==> config.mk <==
export PLATFORM = sky130hd
export DESIGN_NAME = socks5_handshake_parser_unit_flat
export DESIGN_NICKNAME = d
export VERILOG_FILES = /design/src/rtl/s5hp_pkg.sv /design/src/rtl/s5hp_in_if.sv /design/src/rtl/s5hp_out_if.sv /design/src/rtl/socks5_handshake_parser_unit.sv /design/src/rtl/s5hp_in_stage.sv /design/src/rtl/s5hp_parse.sv /design/src/flat_wrapper.sv
export SDC_FILE = /design/constraint.sdc
export NUM_CORES = 1
export LEC_CHECK = 0
export BUFFER_PORTS_ARGS = -buffer_cell sky130_fd_sc_hd__buf_4
export CAP_MARGIN = 20
export CORE_MARGIN = 5
export CORE_UTILIZATION = 33
export CTS_CLUSTER_SIZE = 12
export DETAILED_ROUTE_END_ITERATION = 10
export SETUP_SLACK_MARGIN = 0.5
export SYNTH_ARGS = -nofsm -noshare
export SYNTH_HDL_FRONTEND = slang
export SYNTH_HIERARCHICAL = 1
export SYNTH_SLANG_ARGS = --single-unit
==> constraint.sdc <==
create_clock -name clk -period 3.8 [get_ports clk]
set_input_delay 0.19 -clock clk [delete_from_list [all_inputs] [get_ports clk]]
set_output_delay 0.19 -clock clk [all_outputs]
set_load 0.005 [all_outputs]
==> src/rtl/s5hp_pkg.sv <==
// ----------------------------------------------------------------------------
// s5hp_pkg
// Types and constants shared by the SOCKS5 handshake parser.
// ----------------------------------------------------------------------------
package s5hp_pkg;

    typedef enum logic [3:0] {
        PH_G_VER   = 4'd0,
        PH_G_NMETH = 4'd1,
        PH_G_METH  = 4'd2,
        PH_R_VER   = 4'd3,
        PH_R_CMD   = 4'd4,
        PH_R_RSV   = 4'd5,
        PH_R_ATYP  = 4'd6,
        PH_A_LEN   = 4'd7,
        PH_A_BYTES = 4'd8,
        PH_P_HI    = 4'd9,
        PH_P_LO    = 4'd10,
        PH_DONE    = 4'd11
    } phase_t;

    typedef enum logic [3:0] {
        ST_WAIT     = 4'd0,
        ST_GREETED  = 4'd1,
        ST_ADDR     = 4'd2,
        ST_COMPLETE = 4'd3,
        ST_BAD_VER  = 4'd4,
        ST_NO_METH  = 4'd5,
        ST_BAD_CMD  = 4'd6,
        ST_BAD_ATYP = 4'd7,
        ST_BAD_LEN  = 4'd8,
        ST_IGNORED  = 4'd9
    } status_t;

    localparam logic [7:0] SOCKS_VER      = 8'h05;
    localparam logic [7:0] CMD_CONNECT    = 8'h01;
    localparam logic [7:0] ATYP_IPV4      = 8'h01;
    localparam logic [7:0] ATYP_DOMAIN    = 8'h03;
    localparam logic [7:0] ATYP_IPV6      = 8'h04;

    localparam logic [1:0] AK_IPV4        = 2'd0;
    localparam logic [1:0] AK_DOMAIN      = 2'd1;
    localparam logic [1:0] AK_IPV6        = 2'd2;

    localparam logic [7:0] IPV4_LEN       = 8'd4;
    localparam logic [7:0] IPV6_LEN       = 8'd16;
    localparam logic [7:0] MAX_DOMAIN_RST = 8'd255;

    localparam int BAD_VER_BIT = 0;
    localparam int BAD_CMD_BIT = 1;

    typedef struct packed {
        status_t     status;
        logic [1:0]  addr_type;
        logic [7:0]  addr_byte;
        logic [7:0]  addr_index;
        logic [15:0] port;
    } res_t;

endpackage

==> src/rtl/s5hp_in_if.sv <==
// ----------------------------------------------------------------------------
// s5hp_in_if
// Client item channel: session start flag and received byte.
// ----------------------------------------------------------------------------
interface s5hp_in_if;
    logic       valid;
    logic       ready;
    logic       kind;
    logic [7:0] rx_byte;

    modport source (output valid, output kind, output rx_byte, input ready);
    modport sink   (input valid, input kind, input rx_byte, output ready);
endinterface

==> src/rtl/s5hp_out_if.sv <==
// ----------------------------------------------------------------------------
// s5hp_out_if
// Result item channel: parse status, address bytes and port.
// ----------------------------------------------------------------------------
interface s5hp_out_if;
    logic        valid;
    logic        ready;
    logic [3:0]  status;
    logic [1:0]  addr_type;
    logic [7:0]  addr_byte;
    logic [7:0]  addr_index;
    logic [15:0] port;

    modport source (output valid, output status, output addr_type, output addr_byte,
                    output addr_index, output port, input ready);
    modport sink   (input valid, input status, input addr_type, input addr_byte,
                    input addr_index, input port, output ready);
endinterface

==> src/rtl/socks5_handshake_parser_unit.sv <==
// An accepted item moves from the input register to the result register, which offers it.
// Throughput: one item per cycle while results are taken; the input and result registers each hold one item.
// Input ready drops only while both registers are full and the result is not taken.
// Reset: parser back to the greeting version byte, max_domain_len to 255,
// both registers empty.
// ----------------------------------------------------------------------------
// socks5_handshake_parser_unit
// SOCKS5 server-side opening exchange parser, one client byte per item.
// ----------------------------------------------------------------------------
module socks5_handshake_parser_unit (
    input  logic        clk,
    input  logic        rst_n,
    input  logic        cfg_wr_en,
    input  logic [7:0]  cfg_wr_data,
    s5hp_in_if.sink     rx,
    s5hp_out_if.source  res
);

    logic           item_valid;
    logic           item_kind;
    logic [7:0]     item_byte;
    logic           advance;
    logic [7:0]     max_len_reg;
    logic           res_valid_reg;
    logic           res_valid_next;
    s5hp_pkg::res_t step_res;
    s5hp_pkg::res_t res_reg;

    assign advance        = item_valid && (!res_valid_reg || res.ready);
    assign res_valid_next = advance ? 1'b1 : (res.ready ? 1'b0 : res_valid_reg);

    s5hp_in_stage u_in_stage (
        .clk        (clk),
        .rst_n      (rst_n),
        .rx         (rx),
        .advance    (advance),
        .item_valid (item_valid),
        .item_kind  (item_kind),
        .item_byte  (item_byte)
    );

    s5hp_parse u_parse (
        .clk            (clk),
        .rst_n          (rst_n),
        .step           (advance),
        .kind           (item_kind),
        .rx_byte        (item_byte),
        .max_domain_len (max_len_reg),
        .result         (step_res)
    );

    always_ff @(posedge clk or negedge rst_n)
    begin
        if (!rst_n)
        begin
            max_len_reg   <= s5hp_pkg::MAX_DOMAIN_RST;
            res_valid_reg <= 1'b0;
        end
        else
        begin
            if (cfg_wr_en)
            begin
                max_len_reg <= cfg_wr_data;
            end
            res_valid_reg <= res_valid_next;
        end
    end

    always_ff @(posedge clk)
    begin
        if (advance)
        begin
            res_reg <= step_res;
        end
    end

    assign res.valid      = res_valid_reg;
    assign res.status     = res_reg.status;
    assign res.addr_type  = res_reg.addr_type;
    assign res.addr_byte  = res_reg.addr_byte;
    assign res.addr_index = res_reg.addr_index;
    assign res.port       = res_reg.port;

    a_ready_only_when_full: assert property (@(posedge clk) disable iff (!rst_n)
        !rx.ready |-> (item_valid && res_valid_reg && !res.ready))
        else $error("input stalled with room in the pipeline");

    a_item_held_on_stall: assert property (@(posedge clk) disable iff (!rst_n)
        (item_valid && !advance) |=> item_valid)
        else $error("queued item lost while result stalled");

    a_addr_fields_clear: assert property (@(posedge clk) disable iff (!rst_n)
        (res_valid_reg && (res_reg.status != s5hp_pkg::ST_ADDR))
            |-> ((res_reg.addr_byte == 8'd0) && (res_reg.addr_index == 8'd0)))
        else $error("address fields set outside an address byte");

    a_port_only_on_complete: assert property (@(posedge clk) disable iff (!rst_n)
        (res_valid_reg && (res_reg.status != s5hp_pkg::ST_COMPLETE))
            |-> (res_reg.port == 16'd0))
        else $error("port set outside completion");

endmodule

==> src/rtl/s5hp_in_stage.sv <==
// ----------------------------------------------------------------------------
// s5hp_in_stage
// Input register for client items; refills in the cycle it drains.
// ----------------------------------------------------------------------------
module s5hp_in_stage (
    input  logic    clk,
    input  logic    rst_n,
    s5hp_in_if.sink rx,
    input  logic    advance,
    output logic    item_valid,
    output logic    item_kind,
    output logic [7:0] item_byte
);

    logic       valid_reg;
    logic       valid_next;
    logic       kind_reg;
    logic [7:0] byte_reg;
    logic       take;

    assign rx.ready   = !valid_reg || advance;
    assign take       = rx.valid && rx.ready;
    assign valid_next = take ? 1'b1 : (advance ? 1'b0 : valid_reg);

    always_ff @(posedge clk or negedge rst_n)
    begin
        if (!rst_n)
        begin
            valid_reg <= 1'b0;
        end
        else
        begin
            valid_reg <= valid_next;
        end
    end

    always_ff @(posedge clk)
    begin
        if (take)
        begin
            kind_reg <= rx.kind;
            byte_reg <= rx.rx_byte;
        end
    end

    assign item_valid = valid_reg;
    assign item_kind  = kind_reg;
    assign item_byte  = byte_reg;

endmodule

==> src/rtl/s5hp_parse.sv <==
// ----------------------------------------------------------------------------
// s5hp_parse
// Parser state and single-pass step logic for one item.
// ----------------------------------------------------------------------------
module s5hp_parse (
    input  logic            clk,
    input  logic            rst_n,
    input  logic            step,
    input  logic            kind,
    input  logic [7:0]      rx_byte,
    input  logic [7:0]      max_domain_len,
    output s5hp_pkg::res_t  result
);

    s5hp_pkg::phase_t phase_reg;
    s5hp_pkg::phase_t phase_next;
    logic [7:0]       remaining_reg;
    logic [7:0]       remaining_next;
    logic [7:0]       position_reg;
    logic [7:0]       position_next;
    logic [1:0]       kind_reg;
    logic [1:0]       kind_next;
    logic [1:0]       bad_reg;
    logic [1:0]       bad_next;
    logic [7:0]       port_hi_reg;
    logic [7:0]       port_hi_next;
    logic [7:0]       rem_dec;

    assign rem_dec = remaining_reg - 8'd1;

    always_comb
    begin
        phase_next          = phase_reg;
        remaining_next      = remaining_reg;
        position_next       = position_reg;
        kind_next           = kind_reg;
        bad_next            = bad_reg;
        port_hi_next        = port_hi_reg;
        result.status       = s5hp_pkg::ST_WAIT;
        result.addr_byte    = 8'd0;
        result.addr_index   = 8'd0;
        result.port         = 16'd0;

        if (kind)
        begin
            phase_next     = s5hp_pkg::PH_G_VER;
            remaining_next = 8'd0;
            position_next  = 8'd0;
            kind_next      = s5hp_pkg::AK_IPV4;
            bad_next       = 2'd0;
            port_hi_next   = 8'd0;
        end
        else
        begin
            case (phase_reg)
                s5hp_pkg::PH_G_VER:
                begin
                    if (rx_byte != s5hp_pkg::SOCKS_VER)
                    begin
                        result.status = s5hp_pkg::ST_BAD_VER;
                        phase_next    = s5hp_pkg::PH_DONE;
                    end
                    else
                    begin
                        phase_next = s5hp_pkg::PH_G_NMETH;
                    end
                end
                s5hp_pkg::PH_G_NMETH:
                begin
                    if (rx_byte == 8'd0)
                    begin
                        result.status = s5hp_pkg::ST_NO_METH;
                        phase_next    = s5hp_pkg::PH_DONE;
                    end
                    else
                    begin
                        remaining_next = rx_byte;
                        phase_next     = s5hp_pkg::PH_G_METH;
                    end
                end
                s5hp_pkg::PH_G_METH:
                begin
                    remaining_next = rem_dec;
                    if (rem_dec == 8'd0)
                    begin
                        result.status = s5hp_pkg::ST_GREETED;
                        phase_next    = s5hp_pkg::PH_R_VER;
                    end
                end
                s5hp_pkg::PH_R_VER:
                begin
                    bad_next = 2'd0;
                    bad_next[s5hp_pkg::BAD_VER_BIT] = (rx_byte != s5hp_pkg::SOCKS_VER);
                    phase_next = s5hp_pkg::PH_R_CMD;
                end
                s5hp_pkg::PH_R_CMD:
                begin
                    if (rx_byte != s5hp_pkg::CMD_CONNECT)
                    begin
                        bad_next[s5hp_pkg::BAD_CMD_BIT] = 1'b1;
                    end
                    phase_next = s5hp_pkg::PH_R_RSV;
                end
                s5hp_pkg::PH_R_RSV:
                begin
                    phase_next = s5hp_pkg::PH_R_ATYP;
                end
                s5hp_pkg::PH_R_ATYP:
                begin
                    if (bad_reg[s5hp_pkg::BAD_VER_BIT])
                    begin
                        result.status = s5hp_pkg::ST_BAD_VER;
                        phase_next    = s5hp_pkg::PH_DONE;
                    end
                    else if (bad_reg[s5hp_pkg::BAD_CMD_BIT])
                    begin
                        result.status = s5hp_pkg::ST_BAD_CMD;
                        phase_next    = s5hp_pkg::PH_DONE;
                    end
                    else if (rx_byte == s5hp_pkg::ATYP_IPV4)
                    begin
                        kind_next      = s5hp_pkg::AK_IPV4;
                        remaining_next = s5hp_pkg::IPV4_LEN;
                        position_next  = 8'd0;
                        phase_next     = s5hp_pkg::PH_A_BYTES;
                    end
                    else if (rx_byte == s5hp_pkg::ATYP_DOMAIN)
                    begin
                        kind_next  = s5hp_pkg::AK_DOMAIN;
                        phase_next = s5hp_pkg::PH_A_LEN;
                    end
                    else if (rx_byte == s5hp_pkg::ATYP_IPV6)
                    begin
                        kind_next      = s5hp_pkg::AK_IPV6;
                        remaining_next = s5hp_pkg::IPV6_LEN;
                        position_next  = 8'd0;
                        phase_next     = s5hp_pkg::PH_A_BYTES;
                    end
                    else
                    begin
                        result.status = s5hp_pkg::ST_BAD_ATYP;
                        phase_next    = s5hp_pkg::PH_DONE;
                    end
                end
                s5hp_pkg::PH_A_LEN:
                begin
                    if ((rx_byte == 8'd0) || (rx_byte > max_domain_len))
                    begin
                        result.status = s5hp_pkg::ST_BAD_LEN;
                        phase_next    = s5hp_pkg::PH_DONE;
                    end
                    else
                    begin
                        remaining_next = rx_byte;
                        position_next  = 8'd0;
                        phase_next     = s5hp_pkg::PH_A_BYTES;
                    end
                end
                s5hp_pkg::PH_A_BYTES:
                begin
                    result.status     = s5hp_pkg::ST_ADDR;
                    result.addr_byte  = rx_byte;
                    result.addr_index = position_reg;
                    position_next     = position_reg + 8'd1;
                    remaining_next    = rem_dec;
                    if (rem_dec == 8'd0)
                    begin
                        phase_next = s5hp_pkg::PH_P_HI;
                    end
                end
                s5hp_pkg::PH_P_HI:
                begin
                    port_hi_next = rx_byte;
                    phase_next   = s5hp_pkg::PH_P_LO;
                end
                s5hp_pkg::PH_P_LO:
                begin
                    result.status = s5hp_pkg::ST_COMPLETE;
                    result.port   = {port_hi_reg, rx_byte};
                    phase_next    = s5hp_pkg::PH_DONE;
                end
                default:
                begin
                    result.status = s5hp_pkg::ST_IGNORED;
                    phase_next    = s5hp_pkg::PH_DONE;
                end
            endcase
        end

        result.addr_type = kind_next;
    end

    always_ff @(posedge clk or negedge rst_n)
    begin
        if (!rst_n)
        begin
            phase_reg     <= s5hp_pkg::PH_G_VER;
            remaining_reg <= 8'd0;
            position_reg  <= 8'd0;
            kind_reg      <= s5hp_pkg::AK_IPV4;
            bad_reg       <= 2'd0;
            port_hi_reg   <= 8'd0;
        end
        else if (step)
        begin
            phase_reg     <= phase_next;
            remaining_reg <= remaining_next;
            position_reg  <= position_next;
            kind_reg      <= kind_next;
            bad_reg       <= bad_next;
            port_hi_reg   <= port_hi_next;
        end
    end

endmodule

==> src/flat_wrapper.sv <==
// flat-port wrapper written by rule: the top's interface ports become plain ports
module socks5_handshake_parser_unit_flat 
  (clk, rst_n, cfg_wr_en, cfg_wr_data, rx_valid, rx_kind, rx_rx_byte, rx_ready, res_valid, res_status, res_addr_type, res_addr_byte, res_addr_index, res_port, res_ready);
  s5hp_in_if rx_i ();
  s5hp_out_if res_i ();
  input  logic clk;
  input  logic rst_n;
  input  logic cfg_wr_en;
  input  logic [7:0] cfg_wr_data;
  input wire logic [$bits(rx_i.valid)-1:0] rx_valid;
  input wire logic [$bits(rx_i.kind)-1:0] rx_kind;
  input wire logic [$bits(rx_i.rx_byte)-1:0] rx_rx_byte;
  output wire logic [$bits(rx_i.ready)-1:0] rx_ready;
  output wire logic [$bits(res_i.valid)-1:0] res_valid;
  output wire logic [$bits(res_i.status)-1:0] res_status;
  output wire logic [$bits(res_i.addr_type)-1:0] res_addr_type;
  output wire logic [$bits(res_i.addr_byte)-1:0] res_addr_byte;
  output wire logic [$bits(res_i.addr_index)-1:0] res_addr_index;
  output wire logic [$bits(res_i.port)-1:0] res_port;
  input wire logic [$bits(res_i.ready)-1:0] res_ready;
  assign rx_i.valid = rx_valid;
  assign rx_i.kind = rx_kind;
  assign rx_i.rx_byte = rx_rx_byte;
  assign rx_ready = rx_i.ready;
  assign res_valid = res_i.valid;
  assign res_status = res_i.status;
  assign res_addr_type = res_i.addr_type;
  assign res_addr_byte = res_i.addr_byte;
  assign res_addr_index = res_i.addr_index;
  assign res_port = res_i.port;
  assign res_i.ready = res_ready;
  socks5_handshake_parser_unit u_core (.clk(clk), .rst_n(rst_n), .cfg_wr_en(cfg_wr_en), .cfg_wr_data(cfg_wr_data), .rx(rx_i), .res(res_i));
endmodule
==> summary.md, run 1 <==
| Metric | Value |
|---|---|
| Logic pwr share | `26.6%` |
| Pleak | `approximately 2.3 nW` |
| Initial antenna violation count | `0` |
| Period minus WS final | `about 2.6 ns` |
| CTS tree | `built` |
| Final Max Slew Viols | `0` |
| Part of the cycle the worst path needs | `69.3%` |
| Num CTS Buffers | `9` |
| Seq pwr share | `42.4%` |
| Share of flip-flops with an asynchronous set or reset | `47.2%` |
| Crit path kind | `flip-flop to flip-flop` |
| GP Congestion | `0.886` |
| Switching Share | `31.5%` |
| Post-synthesis cell type count | `66` |
| Worst IR Drop VDD | `around 0.19 mV` |
| Worst-path maximum fanout | `11` |
| Post-synthesis mux area share | `between 4 and 5%` |
| Wire length of the first global-routing pass | `16200 um` |
| Clk_skew | `a little over 0.005 ns` |
| Chip Width | `128 um` |
| DP Wirelength | `7290 um` |
| Synth Area in Simple Gates | `about a fifth` |
| Switch Pwr | `0.00102 W` |
| Grt total ovfl | `0` |
| Remaining antenna violation count | `0` |
| Clk buf depth | `2` |
| Average size of a mapped cell | `11.1 um^2` |
| Syn Inst Count | `a little over 400` |
| Cell Pwr Density | `586 nW/um^2` |
| Routed vias/inst | `5.09` |
| Syn. warnings | `6` |
| Synth Area in XOR/XNOR | `less than 1%` |
| Post-Route WL | `between 10000 and 15000 um` |
| Internal | `roughly 0.0022 W` |
| IO Pins | `between 60 and 70` |
| N_diodes | `0` |
| DR pass1 iterations | `5` |
| RSZ-0062 raised after global routing | `no` |
| Layout fillers | `~1300` |
| Final Non-Filler Cells | `652` |
| Initial DRC Count | `242` |
| Level count of the clock H-tree | `3` |
| Number of flops mapped to enable cells by yosys | `47` |
| Largest net degree at the start of global routing | `between 40 and 50` |
| DRC | `0` |
| Total power | `0.00324 W` |
| Class of the worst hold path | `input port to flip-flop` |
| Startpoint Class | `flip-flop` |
| Area taken by multi-input logic gates | `1920 um^2` |
| Sequential area share after synthesis | `54.2%` |
| Initial Utilization | `33.2%` |
| Largest register FFs | `16` |
| # port buffers | `61` |
| Clock Power Share | `between 30% and 40%` |
| Layout Nets | `500` |
| Slew Limit Headroom | `48.4%` |
| Yosys reg bits | `between 80 and 90` |
| WP data arrival | `2.86 ns` |
| WL/cell | `between 15 and 20 um` |
| Clk root buf | `clkbuf_16` |
| Register area | `2470 um^2` |
| Setup TNS | `0 ns` |
| Syn nets | `444` |
| Clock sinks | `between 80 and 90` |
| Placed Cells | `634` |
| Fmax | `roughly 0.38 GHz` |
| Number of global-route vias before repair | `around 3100` |
| Share of layout cells above drive strength 1 | `24.2%` |
| Post-synth top flop | `edfxtp_1` |
| Area grow syn2layout | `21.0%` |
| Largest family of logic cells by synthesized area | `simple AND/OR/NAND/NOR gates` |
| Final number of hold-violating endpoints | `0` |
| Status | `completed` |
| # setup viols final | `0` |
| Hold WS | `0.0214 ns` |
| Post-synthesis compound-gate area fraction | `13.4%` |
| Rows | `43` |
| Adder-Cell Fraction of Synth Area | `3.02%` |
| Worst-margin pin slew | `0.767 ns` |
| Clk slew on worst S/H paths | `0.06 ns` |
| Mapped cell area | `4560 um^2` |
| Clock latency on the worst-skew pair | `0.34 ns` |
| Die area | `16300 um^2` |
| Die H | `128 um` |
| Critical path required time | `4.03 ns` |
| Max cap viols | `0` |
| Total track usage | `12.7%` |
| CP endpoint kind | `flip-flop` |
| Core footprint | `13700 um^2` |
| Overall via count from detail_route | `3316` |
cells in the mapped netlist, types with 5 or more instances:
cell	number	share of area, %
mux2i_1	6	1.3
dfrtp_1	34	19
nor2b_1	9	1.2
and2_1	34	4.7
clkbuf_1	16	1.3
edfxtp_1	47	31
nor3_1	10	1.1
o31ai_1	8	1.3
nand2b_1	12	1.6
a31oi_1	9	1.2
nand2_1	27	2.2
ha_1	11	3.0
nand3_1	6	0.66
nand4_1	5	0.69
nor2_1	28	2.3
inv_1	18	1.5
dfstp_2	8	4.6
a21oi_1	24	2.6
o21ai_0	16	1.8
mux2_4	9	3.0
and3_1	6	0.82
worst paths after layout:
check | startpoint | end | slack [ns] | depth (start not counted)
worst min-delay path | rx_rx_byte[7] | u_core/u_in_stage/item_byte[7] | 0.02 | 1
worst min register to register | u_core/u_parse/port_hi_reg[1] | u_core/u_parse/port_hi_reg[1] | 0.48 | 2
max in group asynchronous | rst_n | u_core/u_parse/remaining_reg[4] | 3.02 | 2
worst max register to register | u_core/u_in_stage/item_byte[2] | u_core/u_parse/remaining_reg[4] | 1.17 | 6
min in group asynchronous | rst_n | u_core/u_parse/phase_reg[3] | 0.37 | 2
worst max-delay path | u_core/u_in_stage/item_byte[2] | u_core/u_parse/remaining_reg[4] | 1.17 | 6
power by group through the flow:
| stage | clock (W) | sequential [W] | combinational, W |
|---|---|---|---|
| after floorplan | 0 | 0.00130 | 0.000672 |
| after global placement | 0 | 0.00138 | 0.000853 |
| after detailed placement | 0 | 0.00138 | 0.000853 |
| after CTS | 0.00103 | 0.00137 | 0.000858 |
| after global routing | 0.00108 | 0.00140 | 0.000960 |
| final | 0.00100 | 0.00137 | 0.000860 |
kinds of logic after synthesis:
family          after synthesis
simple gates                161
compound gates               91
flops                        89
buf+inv                      39
mux                          17
fa+ha+maj                    11
xor+xnor                      3
routing by layer:
| metal | up-vias | GRT usage (%) | wire (um) |
|---|---|---|---|
| li1 | 1605 | - | - |
| met1 | 1577 | 16.8 | 4740 |
| met2 | 115 | 19.5 | 4470 |
| met3 | 19 | 3.14 | 634 |
| met4 | 0 | 6.06 | 263 |
| met5 | - | 0 | 0 |
worst max-delay path, stage by stage (launching register included):
cell	delay (ns)
edfxtp_1	0.58
or4_4	0.62
nor2_4	0.15
nor3_1	0.12
a211oi_4	0.42
or2_1	0.31
mux2_4	0.32
layout make-up:
class                           count  area share (%)
Sequential cell                    89            44.8
Multi-Input combinational cell    283            34.7
Timing Repair Buffer               66            8.98
Clock buffer                        9            4.08
Tap cell                          180            4.08
Clock inverter                      7            2.11
Inverter                           18            1.22
cells in the final DEF, fill, tap and decap left out, types with 10 or more instances in the layout:
cell      Yosys  final
nor3_1       10     10
o21ai_0      16     16
inv_1        18     18
nand2_1      27     27
ha_1         11     11
nor2_1       28     28
a21oi_1      24     24
dfrtp_1      34     34
nand2b_1     12     12
and2_1       34     33
edfxtp_1     47     47
buf_4         0     64
per-stage QoR:
step	area [um^2]	util (%)	worst slack, ns
2_1_floorplan	4560	-	0.920
3_3_place_gp	5160	37.6	1.29
3_5_place_dp	5160	37.6	1.22
4_1_cts	5520	40.2	1.20
5_1_grt	5520	40.2	1.04
6_report	5520	40.2	1.17
repair_timing:
item | in CTS | in global routing
hold endpoints to repair | 34 | 0
hold buffers | 1 | 0
setup buffers | 0 | 0
resized for setup | 0 | 0
No activity file was read; power rests on OpenSTA's default activity.
==> run 2, diff against run 1 <==
- clock period: 3.8 -> 2.5 ns (I/O delays scaled with it)
==> run 2 against run 1 <==
Against the previous run:
- sequential power up 52%
- combinational power is 110% higher
- first-iteration DRC count up 2.5%
- worst hold slack got worse by 0.0069 ns
- core utilization is 5.1 points higher
- cell area grew 13%
- critical endpoint is now u_core/u_parse/phase_reg[0]
- largest power group unchanged
- highest routed layer unchanged
==> summary.md, run 2 (synthesis results as in run 1) <==
| Metric | Value |
|---|---|
| DRC | `0` |
| Worst slack at placement | `approximately 0.066 ns` |
| Most frequent cells in the layout | `buf_4 (89), edfxtp_1 (47), and2_1 (32)` |
| Clk slew on worst S/H paths | `0.06 ns` |
| # setup viols final | `0` |
| Setup TNS | `0 ns` |
| Period minus WS final | `2.21 ns` |
| Share of layout cells above drive strength 1 | `37.5%` |
| Grt total ovfl | `0` |
| DP Wirelength | `between 7000 and 8000 um` |
| WL/cell | `roughly 16 um` |
| Max cap viols | `0` |
| Post-route cell area | `6220 um^2` |
| Initial DRC Count | `roughly 250` |
| Overall via count from detail_route | `3569` |
| Clock sinks | `89` |
| Dpl cell area | `5300 um^2` |
| Fmax | `0.452 GHz` |
| Die H | `approximately 130 um` |
| WP data arrival | `2.47 ns` |
| IO Pins | `62` |
| DR pass1 iterations | `5` |
| # port buffers | `61` |
| Worst-margin pin slew | `0.555 ns` |
| Fin worst setup slack | `0.290 ns` |
| Largest net degree at the start of global routing | `43` |
| Worst IR Drop VDD | `around 0.40 mV` |
| Final Max Slew Viols | `0` |
| Class of the worst hold path | `input port to flip-flop` |
| Critical path required time | `roughly 2.8 ns` |
| Post-Route WL | `11000 um` |
| Initial Utilization | `33.2%` |
| Worst-path maximum fanout | `5` |
| Crit path kind | `flip-flop to flip-flop` |
| Top Layer Used | `met4` |
| GP Congestion | `0.898` |
| Final number of hold-violating endpoints | `0` |
| Core footprint | `~14000 um^2` |
| Initial antenna violation count | `0` |
| Status | `completed` |
| Part of the cycle the worst path needs | `88.4%` |
| RSZ-0062 raised after global routing | `yes` |
| Pleak | `2.52 nW` |
| CTS tree | `built` |
| Largest register FFs | `16` |
| WL met2 | `5440 um` |
| Total track usage | `roughly 13%` |
| Layout Nets | `546` |
| Num CTS Buffers | `9` |
| Slew Limit Headroom | `a little over three fifths` |
| Clk root buf | `clkbuf_16` |
| N_diodes | `0` |
| Rows | `between 40 and 50` |
| Commonest non-fill, non-tap cell in the layout | `buf_4` |
| Met3 routed WL | `just over 700 um` |
| Level count of the clock H-tree | `3` |
| Routed vias/inst | `5.11` |
| CP endpoint kind | `flip-flop` |
| Total power | `0.00520 W` |
| Remaining antenna violation count | `0` |
| Area grow syn2layout | `36.4%` |
| Number of global-route vias before repair | `3358` |
| Clock latency on the worst-skew pair | `0.34 ns` |
| Chip Width | `roughly 130 um` |
| Clk_skew | `between 0.007 and 0.008 ns` |
| Cell Pwr Density | `836 nW/um^2` |
| Startpoint Class | `flip-flop` |
| Wire length of the first global-routing pass | `about 17000 um` |
| Post-Route M1 WL | `roughly 4700 um` |
| Hold WS | `0.0144 ns` |
| Clk buf depth | `2` |
| Die area | `16300 um^2` |
run 2: cell types whose count changed in the layout (fill, tap and decap cells not counted), sizes merged:
| cell | delta |
|---|---|
| clkinv | -2 |
| clkinvlp | +1 |
| dlygate4sd3 | +10 |
| bufinv | -2 |
| buf | +36 |
| clkbuf | +3 |
run 2: per-layer routing:
metal / up-vias / global-route usage (%)
met5: - / 0
met2: 129 / 22.2
li1: 1700 / -
met4: 0 / 4.54
met1: 1718 / 17.1
met3: 22 / 3.51
run 2: where the power goes:
part	leakage [nW]	internal (W)	switching (W)
logic	1.38	0.000837	0.000934
clock network	0.143	0.000804	0.000543
registers	0.997	0.00180	0.000277
total	2.52	0.00345	0.00175
run 2: area by class of cell:
cell class	instances	area (um^2)
clock buffers	12	246
clock inverters	4	51.3
fillers	1255	7500
inverters	18	67.6
multi-input cells	283	2230
flip-flops and latches	89	2480
well taps	180	225
repair buffers	112	926
run 2: per-stage QoR:
step,cells,util [%]
after CTS,691,43.8
after floorplan,411,-
after global routing,698,45.3
final,698,45.3
after global placement,650,38.7
after detailed placement,650,38.7
run 2: repair_timing:
item | 4_1_cts | 5_1_grt
gates resized for setup | 41 | 31
endpoints found under the hold margin | 44 | 0
endpoints found under the setup margin | 32 | 27
pin swaps | 16 | 11
setup buffers | 14 | 7
hold buffers | 11 | 0
run 2: critical path: stages, from the launching register on:
cell and delay (ns):
edfxtp_1 0.45, or4_4 0.58, nor2_4 0.19, a211oi_4 0.08
a2111o_1 0.54, and3_4 0.20, o2bb2ai_2 0.10
run 2: worst paths after layout:
path / to / cells past startpoint / slack, ns / startpoint
max: u_core/u_parse/phase_reg[0] / 6 / 0.29 / u_core/u_in_stage/item_byte[5]
min: u_core/max_len_reg[7] / 2 / 0.01 / cfg_wr_data[7]
max reg2reg: u_core/u_parse/phase_reg[0] / 6 / 0.29 / u_core/u_in_stage/item_byte[5]
min reg2reg: u_core/u_parse/port_hi_reg[0] / 2 / 0.47 / u_core/u_parse/port_hi_reg[0]
max in group asynchronous: u_core/u_parse/phase_reg[3] / 2 / 1.77 / rst_n
min in group asynchronous: u_core/u_parse/remaining_reg[7] / 2 / 0.32 / rst_n
